==> src/scdc_pkg.sv <==
// Shared types, constants and helpers for the seconds and calendar date converter.
// Holds the request and response word layouts and the calendar tables.
// Depends on nothing; every other file in src imports it.
package scdc_pkg;

   // Width of the signed epoch offset register.
   localparam int OFFSET_W = 39;

   // Number of stage registers inside each converter pipeline.
   localparam int PIPE_DEPTH = 13;

   typedef logic signed [OFFSET_W-1:0] offset_type;

   // Request word: mode selects seconds-to-date (0) or date-to-seconds (1).
   typedef struct packed {
      logic        mode;
      logic [31:0] in_seconds;
      logic [13:0] in_year;
      logic [3:0]  in_month;
      logic [4:0]  in_day;
   } req_word_type;

   // Response word: date fields for mode 0, seconds and flag for mode 1.
   typedef struct packed {
      logic [13:0] out_year;
      logic [3:0]  out_month;
      logic [4:0]  out_day;
      logic [31:0] out_seconds;
      logic        out_clamped;
   } rsp_word_type;

   // Calendar constants on the March-based year.
   localparam logic [17:0] DAYS_PER_ERA  = 18'd146097;
   localparam logic [8:0]  DAYS_PER_YEAR = 9'd365;
   localparam logic [8:0]  YEARS_PER_ERA = 9'd400;

   // First day of each March-based month within its year.
   localparam logic [8:0] MONTH_START [12] = '{
      9'd0, 9'd31, 9'd61, 9'd92, 9'd122, 9'd153,
      9'd184, 9'd214, 9'd245, 9'd275, 9'd306, 9'd337
   };

   // Day-of-year offset of day one of a calendar month code 0 to 15. Month 0 is the
   // December before, months 13 and 14 fall in the next year and month 15 runs on.
   localparam logic [8:0] MONTH_OFFSET [16] = '{
      9'd275, 9'd306, 9'd337, 9'd0, 9'd31, 9'd61, 9'd92, 9'd122,
      9'd153, 9'd184, 9'd214, 9'd245, 9'd275, 9'd306, 9'd337, 9'd367
   };

   // Whole centuries in a year of era, valid for years 0 to 399.
   function automatic logic [1:0] century_of(input logic [8:0] yoe);
      logic [1:0] cent;
      cent = 2'd0;
      if (yoe >= 9'd100) begin
         cent = 2'd1;
      end
      if (yoe >= 9'd200) begin
         cent = 2'd2;
      end
      if (yoe >= 9'd300) begin
         cent = 2'd3;
      end
      return cent;
   endfunction

endpackage

==> src/scdc_s2d.sv <==
// Seconds-to-date pipeline: adds the epoch offset, divides down to days and splits
// the day count into era, year, month and day. Depends on scdc_pkg.
module scdc_s2d (
   input  logic                   clock,
   input  logic                   reset,
   input  logic                   in_valid,
   input  logic [31:0]            in_seconds,
   input  scdc_pkg::offset_type   offset,
   output logic                   out_valid,
   output scdc_pkg::rsp_word_type out_word
);
   import scdc_pkg::*;

   // Bias of 24 eras plus the Unix day shift, in seconds, keeps every sum positive.
   localparam logic [39:0] SEC_BIAS       = 40'd365108774400;
   localparam logic [9:0]  DIV_SEC        = 10'd675;     // 86400 / 128
   localparam logic [7:0]  RCP_SEC_HI     = 8'd194;      // floor(2^17 / 675)
   localparam logic [16:0] RCP_SEC_LO     = 17'd99420;   // floor(2^26 / 675)
   localparam logic [6:0]  RCP_ERA        = 7'd114;      // floor(2^24 / 146097)
   localparam logic [10:0] DAYS_PER_4Y    = 11'd1460;
   localparam logic [7:0]  RCP_4Y         = 8'd179;      // floor(2^18 / 1460)
   localparam logic [15:0] DAYS_PER_CENT  = 16'd36524;
   localparam logic [2:0]  RCP_CENT       = 3'd7;        // floor(2^18 / 36524)
   localparam logic [17:0] LAST_ERA_DAY   = 18'd146096;
   localparam logic [9:0]  RCP_YEAR       = 10'd718;     // floor(2^18 / 365)
   localparam logic [13:0] ERA_BIAS_YEARS = 14'd9600;

   logic [PIPE_DEPTH-1:0] vld_ff;

   logic [39:0] s1_w_ff, s1_w_in;
   logic [16:0] s2_a_ff;
   logic [15:0] s2_b_ff;
   logic [24:0] s2_pa_ff, s2_pa_in;
   logic [7:0]  s3_q0;
   logic [16:0] s3_rem;
   logic [7:0]  s3_qa_ff, s3_qa_in;
   logic [9:0]  s3_ra_ff, s3_ra_in;
   logic [15:0] s3_b_ff;
   logic [7:0]  s4_qa_ff;
   logic [25:0] s4_x_ff;
   logic [42:0] s4_px_ff, s4_px_in;
   logic [16:0] s5_q0, s5_qb;
   logic [25:0] s5_rem;
   logic [23:0] s5_zb_ff, s5_zb_in;
   logic [23:0] s6_zb_ff;
   logic [30:0] s6_pe_ff, s6_pe_in;
   logic [6:0]  s7_q0;
   logic [23:0] s7_rem;
   logic [6:0]  s7_era_ff, s7_era_in;
   logic [17:0] s7_doe_ff, s7_doe_in;
   logic [6:0]  s8_era_ff;
   logic [17:0] s8_doe_ff;
   logic [25:0] s8_p1_ff, s8_p1_in;
   logic [20:0] s8_p2_ff, s8_p2_in;
   logic [7:0]  s9_q0a, s9_q4y;
   logic [17:0] s9_rema, s9_remc;
   logic [2:0]  s9_q0c, s9_qc;
   logic [6:0]  s9_era_ff;
   logic [17:0] s9_doe_ff;
   logic [17:0] s9_tmp_ff, s9_tmp_in;
   logic [6:0]  s10_era_ff;
   logic [17:0] s10_doe_ff, s10_tmp_ff;
   logic [27:0] s10_pt_ff, s10_pt_in;
   logic [9:0]  s11_q0;
   logic [17:0] s11_rem;
   logic [6:0]  s11_era_ff;
   logic [17:0] s11_doe_ff;
   logic [8:0]  s11_yoe_ff, s11_yoe_in;
   logic [8:0]  s12_doy_ff, s12_doy_in;
   logic [13:0] s12_year_ff, s12_year_in;
   logic [3:0]  s13_mp;
   logic [4:0]  s13_day;
   rsp_word_type out_word_ff, out_word_in;

   // Valid bits travel alongside the data, one per stage.
   always_ff @(posedge clock) begin
      if (reset) begin
         vld_ff <= '0;
      end else begin
         vld_ff <= {vld_ff[PIPE_DEPTH-2:0], in_valid};
      end
   end

   // Stage logic. Each division by a constant takes two stages: a reciprocal product,
   // then a remainder check that corrects the quotient by at most one.
   always_comb begin
      // Stage 1: biased Unix seconds, always positive and below 2^40.
      s1_w_in = 40'(in_seconds) + {offset[OFFSET_W-1], offset} + SEC_BIAS;

      // Stage 2: divide by 128 is a shift; the upper digit is multiplied by 1/675.
      s2_pa_in = 25'(s1_w_ff[39:23]) * 25'(RCP_SEC_HI);

      // Stage 3: correct the upper digit quotient.
      s3_q0  = s2_pa_ff[24:17];
      s3_rem = s2_a_ff - 17'(s3_q0) * 17'(DIV_SEC);
      if (s3_rem >= 17'(DIV_SEC)) begin
         s3_qa_in = s3_q0 + 8'd1;
         s3_ra_in = 10'(s3_rem - 17'(DIV_SEC));
      end else begin
         s3_qa_in = s3_q0;
         s3_ra_in = 10'(s3_rem);
      end

      // Stage 4: remainder and lower digit multiplied by 1/675.
      s4_px_in = 43'({s3_ra_ff, s3_b_ff}) * 43'(RCP_SEC_LO);

      // Stage 5: correct the lower digit and join both into the biased day count.
      s5_q0  = s4_px_ff[42:26];
      s5_rem = s4_x_ff - 26'(s5_q0) * 26'(DIV_SEC);
      s5_qb  = (s5_rem >= 26'(DIV_SEC)) ? s5_q0 + 17'd1 : s5_q0;
      s5_zb_in = {s4_qa_ff, s5_qb[15:0]};

      // Stage 6: era estimate.
      s6_pe_in = 31'(s5_zb_ff) * 31'(RCP_ERA);

      // Stage 7: correct the era and take the day of era.
      s7_q0  = s6_pe_ff[30:24];
      s7_rem = s6_zb_ff - 24'(s7_q0) * 24'(DAYS_PER_ERA);
      if (s7_rem >= 24'(DAYS_PER_ERA)) begin
         s7_era_in = s7_q0 + 7'd1;
         s7_doe_in = 18'(s7_rem - 24'(DAYS_PER_ERA));
      end else begin
         s7_era_in = s7_q0;
         s7_doe_in = 18'(s7_rem);
      end

      // Stage 8: estimates of four-year and century counts.
      s8_p1_in = 26'(s7_doe_ff) * 26'(RCP_4Y);
      s8_p2_in = 21'(s7_doe_ff) * 21'(RCP_CENT);

      // Stage 9: correct both and remove the leap days from the day of era.
      s9_q0a  = s8_p1_ff[25:18];
      s9_rema = s8_doe_ff - 18'(s9_q0a) * 18'(DAYS_PER_4Y);
      s9_q4y  = (s9_rema >= 18'(DAYS_PER_4Y)) ? s9_q0a + 8'd1 : s9_q0a;
      s9_q0c  = s8_p2_ff[20:18];
      s9_remc = s8_doe_ff - 18'(s9_q0c) * 18'(DAYS_PER_CENT);
      s9_qc   = (s9_remc >= 18'(DAYS_PER_CENT)) ? s9_q0c + 3'd1 : s9_q0c;
      s9_tmp_in = s8_doe_ff - 18'(s9_q4y) + 18'(s9_qc)
                - 18'(s8_doe_ff == LAST_ERA_DAY);

      // Stage 10: year of era estimate.
      s10_pt_in = 28'(s9_tmp_ff) * 28'(RCP_YEAR);

      // Stage 11: correct the year of era.
      s11_q0  = s10_pt_ff[27:18];
      s11_rem = s10_tmp_ff - 18'(s11_q0) * 18'(DAYS_PER_YEAR);
      s11_yoe_in = (s11_rem >= 18'(DAYS_PER_YEAR)) ? 9'(s11_q0 + 10'd1) : 9'(s11_q0);

      // Stage 12: day of the March-based year and the year, wrapped to 14 bits.
      s12_doy_in = 9'(s11_doe_ff - (18'(s11_yoe_ff) * 18'(DAYS_PER_YEAR)
                 + 18'(s11_yoe_ff[8:2]) - 18'(century_of(s11_yoe_ff))));
      s12_year_in = 14'(s11_yoe_ff) + 14'(s11_era_ff) * 14'(YEARS_PER_ERA)
                  - ERA_BIAS_YEARS;

      // Stage 13: month by comparison against the month starts, then the day.
      s13_mp = 4'd0;
      for (int k = 1; k < 12; k++) begin
         if (s12_doy_ff >= MONTH_START[k]) begin
            s13_mp = s13_mp + 4'd1;
         end
      end
      s13_day = 5'(s12_doy_ff - MONTH_START[s13_mp] + 9'd1);
      out_word_in.out_year    = s12_year_ff + 14'(s13_mp >= 4'd10);
      out_word_in.out_month   = (s13_mp < 4'd10) ? s13_mp + 4'd3 : s13_mp - 4'd9;
      out_word_in.out_day     = s13_day;
      out_word_in.out_seconds = '0;
      out_word_in.out_clamped = 1'b0;
   end

   // Data registers; the valid bits say which of them hold a word.
   always_ff @(posedge clock) begin
      s1_w_ff     <= s1_w_in;
      s2_a_ff     <= s1_w_ff[39:23];
      s2_b_ff     <= s1_w_ff[22:7];
      s2_pa_ff    <= s2_pa_in;
      s3_qa_ff    <= s3_qa_in;
      s3_ra_ff    <= s3_ra_in;
      s3_b_ff     <= s2_b_ff;
      s4_qa_ff    <= s3_qa_ff;
      s4_x_ff     <= {s3_ra_ff, s3_b_ff};
      s4_px_ff    <= s4_px_in;
      s5_zb_ff    <= s5_zb_in;
      s6_zb_ff    <= s5_zb_ff;
      s6_pe_ff    <= s6_pe_in;
      s7_era_ff   <= s7_era_in;
      s7_doe_ff   <= s7_doe_in;
      s8_era_ff   <= s7_era_ff;
      s8_doe_ff   <= s7_doe_ff;
      s8_p1_ff    <= s8_p1_in;
      s8_p2_ff    <= s8_p2_in;
      s9_era_ff   <= s8_era_ff;
      s9_doe_ff   <= s8_doe_ff;
      s9_tmp_ff   <= s9_tmp_in;
      s10_era_ff  <= s9_era_ff;
      s10_doe_ff  <= s9_doe_ff;
      s10_tmp_ff  <= s9_tmp_ff;
      s10_pt_ff   <= s10_pt_in;
      s11_era_ff  <= s10_era_ff;
      s11_doe_ff  <= s10_doe_ff;
      s11_yoe_ff  <= s11_yoe_in;
      s12_doy_ff  <= s12_doy_in;
      s12_year_ff <= s12_year_in;
      out_word_ff <= out_word_in;
   end

   assign out_valid = vld_ff[PIPE_DEPTH-1];
   assign out_word  = out_word_ff;

endmodule

==> src/scdc_d2s.sv <==
// Date-to-seconds pipeline: turns a calendar date into a day count, scales it to
// seconds, removes the epoch offset and clamps to 32 bits. Depends on scdc_pkg.
module scdc_d2s (
   input  logic                   clock,
   input  logic                   reset,
   input  logic                   in_valid,
   input  logic [13:0]            in_year,
   input  logic [3:0]             in_month,
   input  logic [4:0]             in_day,
   input  scdc_pkg::offset_type   offset,
   output logic                   out_valid,
   output scdc_pkg::rsp_word_type out_word
);
   import scdc_pkg::*;

   localparam int          CORE_DEPTH   = 8;
   localparam int          PAD_DEPTH    = PIPE_DEPTH - CORE_DEPTH;
   localparam logic [6:0]  RCP_ERA_Y    = 7'd81;        // floor(2^15 / 400)
   localparam logic [24:0] DAYS_BIAS    = 25'd865565;   // one era plus the Unix day shift
   localparam logic [16:0] SECS_PER_DAY = 17'd86400;

   logic [PIPE_DEPTH-1:0] vld_ff;

   logic [14:0] s1_ys_ff, s1_ys_in;
   logic [3:0]  s1_month_ff, s2_month_ff, s3_month_ff;
   logic [4:0]  s1_day_ff, s2_day_ff, s3_day_ff;
   logic [14:0] s2_ys_ff;
   logic [21:0] s2_p_ff, s2_p_in;
   logic [6:0]  s3_q0;
   logic [14:0] s3_rem;
   logic [5:0]  s3_era_ff, s3_era_in;
   logic [8:0]  s3_yoe_ff, s3_yoe_in;
   logic [18:0] s4_doe_ff, s4_doe_in;
   logic [22:0] s4_erd_ff, s4_erd_in;
   logic [24:0] s5_days_ff, s5_days_in;
   logic [41:0] s6_prod_ff, s6_prod_in;
   logic [42:0] s7_boot_ff, s7_boot_in;
   rsp_word_type s8_word_ff, s8_word_in;
   rsp_word_type pad_ff [PAD_DEPTH];

   // Valid bits travel alongside the data, one per stage.
   always_ff @(posedge clock) begin
      if (reset) begin
         vld_ff <= '0;
      end else begin
         vld_ff <= {vld_ff[PIPE_DEPTH-2:0], in_valid};
      end
   end

   always_comb begin
      // Stage 1: January and February belong to the year before; one era of bias
      // keeps year zero's predecessor positive.
      s1_ys_in = 15'(in_year) + 15'(YEARS_PER_ERA) - 15'(in_month <= 4'd2);

      // Stage 2: era estimate.
      s2_p_in = 22'(s1_ys_ff) * 22'(RCP_ERA_Y);

      // Stage 3: correct the era and take the year of era.
      s3_q0  = s2_p_ff[21:15];
      s3_rem = s2_ys_ff - 15'(s3_q0) * 15'(YEARS_PER_ERA);
      if (s3_rem >= 15'(YEARS_PER_ERA)) begin
         s3_era_in = 6'(s3_q0 + 7'd1);
         s3_yoe_in = 9'(s3_rem - 15'(YEARS_PER_ERA));
      end else begin
         s3_era_in = 6'(s3_q0);
         s3_yoe_in = 9'(s3_rem);
      end

      // Stage 4: day of era (may be minus one) and the era's first day.
      s4_doe_in = 19'(s3_yoe_ff) * 19'(DAYS_PER_YEAR) + 19'(s3_yoe_ff[8:2])
                - 19'(century_of(s3_yoe_ff)) + 19'(MONTH_OFFSET[s3_month_ff])
                + 19'(s3_day_ff) - 19'd1;
      s4_erd_in = 23'(s3_era_ff) * 23'(DAYS_PER_ERA);

      // Stage 5: signed days since the Unix epoch.
      s5_days_in = 25'(s4_erd_ff) + {{6{s4_doe_ff[18]}}, s4_doe_ff} - DAYS_BIAS;

      // Stage 6: scale to seconds in two's complement.
      s6_prod_in = {{17{s5_days_ff[24]}}, s5_days_ff} * 42'(SECS_PER_DAY);

      // Stage 7: seconds since boot.
      s7_boot_in = {s6_prod_ff[41], s6_prod_ff}
                 - {{(43 - OFFSET_W){offset[OFFSET_W-1]}}, offset};

      // Stage 8: clamp at zero and saturate at the 32-bit maximum.
      s8_word_in.out_year  = '0;
      s8_word_in.out_month = '0;
      s8_word_in.out_day   = '0;
      if (s7_boot_ff[42] || s7_boot_ff == '0) begin
         s8_word_in.out_seconds = '0;
         s8_word_in.out_clamped = 1'b1;
      end else if (s7_boot_ff[41:32] != '0) begin
         s8_word_in.out_seconds = '1;
         s8_word_in.out_clamped = 1'b1;
      end else begin
         s8_word_in.out_seconds = s7_boot_ff[31:0];
         s8_word_in.out_clamped = 1'b0;
      end
   end

   // Data registers, then a delay line that matches the seconds-to-date latency.
   always_ff @(posedge clock) begin
      s1_ys_ff    <= s1_ys_in;
      s1_month_ff <= in_month;
      s1_day_ff   <= in_day;
      s2_ys_ff    <= s1_ys_ff;
      s2_p_ff     <= s2_p_in;
      s2_month_ff <= s1_month_ff;
      s2_day_ff   <= s1_day_ff;
      s3_era_ff   <= s3_era_in;
      s3_yoe_ff   <= s3_yoe_in;
      s3_month_ff <= s2_month_ff;
      s3_day_ff   <= s2_day_ff;
      s4_doe_ff   <= s4_doe_in;
      s4_erd_ff   <= s4_erd_in;
      s5_days_ff  <= s5_days_in;
      s6_prod_ff  <= s6_prod_in;
      s7_boot_ff  <= s7_boot_in;
      s8_word_ff  <= s8_word_in;
      pad_ff[0]   <= s8_word_ff;
      for (int k = 1; k < PAD_DEPTH; k++) begin
         pad_ff[k] <= pad_ff[k-1];
      end
   end

   assign out_valid = vld_ff[PIPE_DEPTH-1];
   assign out_word  = pad_ff[PAD_DEPTH-1];

endmodule

==> src/seconds_calendar_date_converter.sv <==
// Seconds and calendar date converter, top level.
// The response strobe and word come out of 13 converter stages and one output register.
// Throughput: one word a cycle; busy is always low and responses leave one a cycle.
// Reset clears the pipeline valid bits, the strobe and the epoch offset to zero.
// Depends on scdc_pkg, scdc_s2d and scdc_d2s.
module seconds_calendar_date_converter (
   input  logic                   clock,
   input  logic                   reset,
   input  logic                   start,
   output logic                   busy,
   input  scdc_pkg::req_word_type req_word,
   input  logic                   csr_write_en,
   input  scdc_pkg::offset_type   csr_write_data,
   output logic                   rsp_strobe,
   output scdc_pkg::rsp_word_type rsp_word
);
   import scdc_pkg::*;

   offset_type   csr_offset_ff;
   logic         s2d_valid, d2s_valid;
   rsp_word_type s2d_word, d2s_word;
   logic         rsp_strobe_ff, rsp_strobe_in;
   rsp_word_type rsp_word_ff, rsp_word_in;

   // Epoch offset register; user writes it only while pipeline is empty, not enforced.
   always_ff @(posedge clock) begin
      if (reset) begin
         csr_offset_ff <= '0;
      end else if (csr_write_en) begin
         csr_offset_ff <= csr_write_data;
      end
   end

   // Both pipelines have the same depth, so at most one of them finishes a word
   // in any cycle.
   scdc_s2d u_s2d (
      .clock      (clock),
      .reset      (reset),
      .in_valid   (start && !req_word.mode),
      .in_seconds (req_word.in_seconds),
      .offset     (csr_offset_ff),
      .out_valid  (s2d_valid),
      .out_word   (s2d_word)
   );

   scdc_d2s u_d2s (
      .clock      (clock),
      .reset      (reset),
      .in_valid   (start && req_word.mode),
      .in_year    (req_word.in_year),
      .in_month   (req_word.in_month),
      .in_day     (req_word.in_day),
      .offset     (csr_offset_ff),
      .out_valid  (d2s_valid),
      .out_word   (d2s_word)
   );

   // Output register merging the two pipelines.
   always_comb begin
      rsp_strobe_in = s2d_valid || d2s_valid;
      rsp_word_in   = s2d_valid ? s2d_word : d2s_word;
   end

   always_ff @(posedge clock) begin
      if (reset) begin
         rsp_strobe_ff <= 1'b0;
      end else begin
         rsp_strobe_ff <= rsp_strobe_in;
      end
   end

   always_ff @(posedge clock) begin
      rsp_word_ff <= rsp_word_in;
   end

   assign busy       = 1'b0;
   assign rsp_strobe = rsp_strobe_ff;
   assign rsp_word   = rsp_word_ff;

endmodule

==> config.mk <==
export PLATFORM = sky130hd
export DESIGN_NAME = seconds_calendar_date_converter
export DESIGN_NICKNAME = d
export VERILOG_FILES = /design/src/scdc_pkg.sv /design/src/scdc_s2d.sv /design/src/scdc_d2s.sv /design/src/seconds_calendar_date_converter.sv
export SDC_FILE = /design/constraint.sdc
export NUM_CORES = 2
export LEC_CHECK = 0
export ABC_AREA = 1
export CORE_ASPECT_RATIO = 2
export CORE_MARGIN = 2
export CORE_UTILIZATION = 40
export DETAILED_ROUTE_END_ITERATION = 10
export DONT_BUFFER_PORTS = 1
export HOLD_SLACK_MARGIN = 0.1
export MAX_ROUTING_LAYER = met4
export PLACE_DENSITY = 0.57
export SYNTH_ARGS = -nofsm -noshare
export SYNTH_HDL_FRONTEND = slang
export SYNTH_SLANG_ARGS = --single-unit
==> constraint.sdc <==
create_clock -name clock -period 13.6 [get_ports clock]
set_clock_uncertainty 0.1 [all_clocks]
set_input_delay 2.72 -clock clock [delete_from_list [all_inputs] [get_ports clock]]
set_output_delay 2.72 -clock clock [all_outputs]
set_load 0.01 [all_outputs]
==> metrics list <==
- Detail Route Antenna Nets: 0
- Seq cells post-synth: 968
- For this block, the initial DRC count from the detailed router was 2,456.
* Cell count after synthesis: 8,591
- From bottom edge to top edge, the die measures 622 um.
* CTS root buf: sky130_fd_sc_hd__clkbuf_16
- In the routed design, unresolved DRC markers number 0.
* Total number of H-tree levels: 3
- DPL Wire Length: 136,000 um
- The net count of the finished layout is 10,800.
* Share of async-settable or async-resettable flops after synthesis: 0%
* Startpoint types: flip-flop
- Yosys top cell area share: 25.3%
* Endpoint arrival time on the critical path: 10.37 ns
* Cell taking the most area after synthesis: sky130_fd_sc_hd__dfxtp_1
- Total routed wirelength: 163,000 um
- Clock-pin slew on the worst setup and hold paths: 0.07 ns
- The congestion estimate from routability-driven global placement came to 0.912.
- Once the floorplan was initialized, standard cells occupied 40.1% of the core.
- Minimum clock period after layout: 9.88 ns
- Hold repair after CTS inserted 0 buffers.
* Number of max-capacitance violations reported: 0
- Vias: 52,800
* # resized after CTS: 0
- Number of global-route vias before repair: 53,300
- Of the synthesized area, sequential elements account for 25.3%.
- Worst reg2reg startpoint: u_s2d.s8_p1_ff[20]$_DFF_P_
- Transition time at the pin with the least slew margin: 1.13 ns
- The worst path uses 72.6% of the clock period.
- Counting instances in the post-synthesis netlist gives the leading cell types as sky130_fd_sc_hd__inv_1 (2,001), sky130_fd_sc_hd__ha_1 (1,440), sky130_fd_sc_hd__nand2_1 (1,024), sky130_fd_sc_hd__dfxtp_1 (968), sky130_fd_sc_hd__fa_1 (632).
- The clock reaches the later pin of the worst-skew pair after 0.69 ns.
- Worst min-delay path startpoint: u_d2s.pad_ff[0][125]$_DFF_P_
- Proportion of layout cells with a drive suffix above 1: 2.60%
* I/O Buffers: 0
- Counting every sink on the clock net gives 968.
- Cell with the largest stage delay on the worst path: sky130_fd_sc_hd__fa_1
* Die boundary width: 313 um
- Per-instance average area after synthesis: 8.90 sq um
- Worst hold path type: reg2reg
- Data on the critical path is required at its endpoint by 14.10 ns.
* Fin Setup TNS: 0 ns
- In this run, synthesis inferred 0 flip-flops with an integrated enable.
- The pre-antenna-repair detailed-routing pass consisted of 6 iterations.
- Clock tree synthesis inserted a total of 93 buffers.
- Global routing consumed, over all layers together, 17.6% of the routing resources.
- Peak fanout along the critical path: 10
- Biggest cell delay along the critical path: 0.61 ns
- Most frequent CP cell: sky130_fd_sc_hd__a21oi_1
- Final routed wire length divided by cell count: 14.5 um
* Number of antenna violations at the first check in global routing: 9
- The worst setup path is captured at a flip-flop.
- In this run the deepest clock path goes through 3 buffers.
- Hold Violations, Final: 0
- Result of the run: completed
- GRT overflow: 0
- Largest net degree at the start of global routing: 67
- First-pass GRT wire length: 272,000 um
* Fillers: 18,800
- TritonCTS built the clock tree.
* Worst-case headroom to the max-slew limit: 24.8%
- Summing every instance area after synthesis gives 0.0765 sq mm.
* Max Fclk: 101 MHz
* Post CTS Setup Buffer Count: 0
* Floorplan core area: 0.191 sq mm
- Dominant synthesized flop cell: sky130_fd_sc_hd__dfxtp_1
- By area the synthesized netlist is led by sky130_fd_sc_hd__dfxtp_1 (25%), sky130_fd_sc_hd__ha_1 (24%), sky130_fd_sc_hd__fa_1 (17%).
* Number of warnings issued by yosys: 0
- Count of final max-slew check failures: 0
* Leading cell type by number of instances after synthesis: sky130_fd_sc_hd__inv_1
* Final setup vio count: 0
- Number of top-level pins: 157
- Relative to the synthesized area, the layout overhead comes to 8.29%.
- The floorplan has 227 rows.
* Post-Syn Nets: 10,800
* Number of vias per cell: 4.70
- Setup repair after global routing left no endpoint under its margin.
* Crit path kind: reg2reg
- The critical path starts at u_s2d.s8_p1_ff[20]$_DFF_P_.
* Distinct cells, synth: 64
- The die covers 0.195 sq mm.
## routing by layer
metal	track usage (%)	vias to the layer above	routed length [um]
li1	-	27300	-
met1	23.4	24700	78200
met2	28.9	680	76400
met3	2.02	139	5840
met4	3.16	0	2530
met5	-	-	0
## through the flow
| stage | utilization [%] | cell area (sq um) | hold slack [ns] | setup slack [ns] | std cells |
|---|---|---|---|---|---|
| floorplan | - | 76500 | 0.210 | 4.87 | 8591 |
| global placement | 41.7 | 79500 | 0.210 | 3.78 | 11100 |
| detailed placement | 41.7 | 79500 | 0.212 | 3.73 | 11100 |
| CTS | 43.4 | 82800 | 0.197 | 3.68 | 11200 |
| global route | 43.4 | 82800 | 0.218 | 2.96 | 11200 |
| finish | 43.4 | 82800 | 0.198 | 3.72 | 11200 |
## layout make-up
class / instances / area, sq um / share of cell area [%]
multi-input combinational: 5568 / 49400 / 59.6
sequential: 968 / 19400 / 23.4
tap: 2519 / 3150 / 3.81
timing repair buffer: 4 / 30.0 / 0.0363
clock inverter: 56 / 795 / 0.960
clock buffer: 114 / 2520 / 3.04
inverter: 2008 / 7540 / 9.10
antenna: 8 / 20.0 / 0.0242
## cell usage in the layout, fill, tap and decap left out, drive strengths merged, types with 168 or more instances in the layout
master / instances
a21oi: 494
inv: 2021
nor2: 428
nand3: 243
fa: 632
xnor2: 168
ha: 1440
dfxtp: 968
o21ai: 254
xor2: 337
nand2: 1033
## registers in the layout (all words and copies together) (netlist names), 18 cells and up
name,count
u_d2s.pad_ff,165
rsp_word,56
u_d2s.s7_boot_ff,43
csr_offset_ff,39
u_d2s.s6_prod_ff,35
u_d2s.s8_word_ff,33
u_s2d.s1_w_ff,33
u_s2d.s4_x_ff,26
u_d2s.s5_days_ff,25
u_s2d.s5_zb_ff,24
u_s2d.s6_zb_ff,24
u_d2s.s4_erd_ff,23
u_s2d.out_word,23
u_d2s.s4_doe_ff,19
u_s2d.s10_tmp_ff,18
u_s2d.s7_doe_ff,18
u_s2d.s8_doe_ff,18
u_s2d.s9_tmp_ff,18
## logic make-up after synthesis
group | after synthesis | synth area share (%)
adder cells (fa/ha/maj) | 2072 | 40.1
AO/OA/AOI/OAI | 1037 | 7.75
other | 1 | 0.00490
AND/OR/NAND/NOR | 1953 | 10.9
buffers and inverters | 2055 | 10.1
XOR/XNOR | 505 | 5.78
flip-flops | 968 | 25.3
## worst max-delay path, delay by kind of cell (launching register included)
family                     cells  cell delay (ns)
xor gates and xnor gates       2             0.30
buffers and inverters          6             0.45
AOI/OAI and AO/OA             18             3.00
DFF                            1             0.45
adders and majority gates      9             3.85
and+or+nand+nor               11             1.61
## final timing paths
check / cells after the start / endpoint / slack [ns]
setup / recovery: 46 / u_s2d.s9_tmp_ff[14]$_DFF_P_ / 3.72
hold / removal: 0 / u_d2s.pad_ff[0][181]$_DFF_P_ / 0.20
setup reg to reg: 46 / u_s2d.s9_tmp_ff[14]$_DFF_P_ / 3.72
hold reg to reg: 0 / u_d2s.pad_ff[0][181]$_DFF_P_ / 0.20
Power is not shown: default switching activity piles up to over one toggle a cycle in this logic, so the estimate is an artifact.
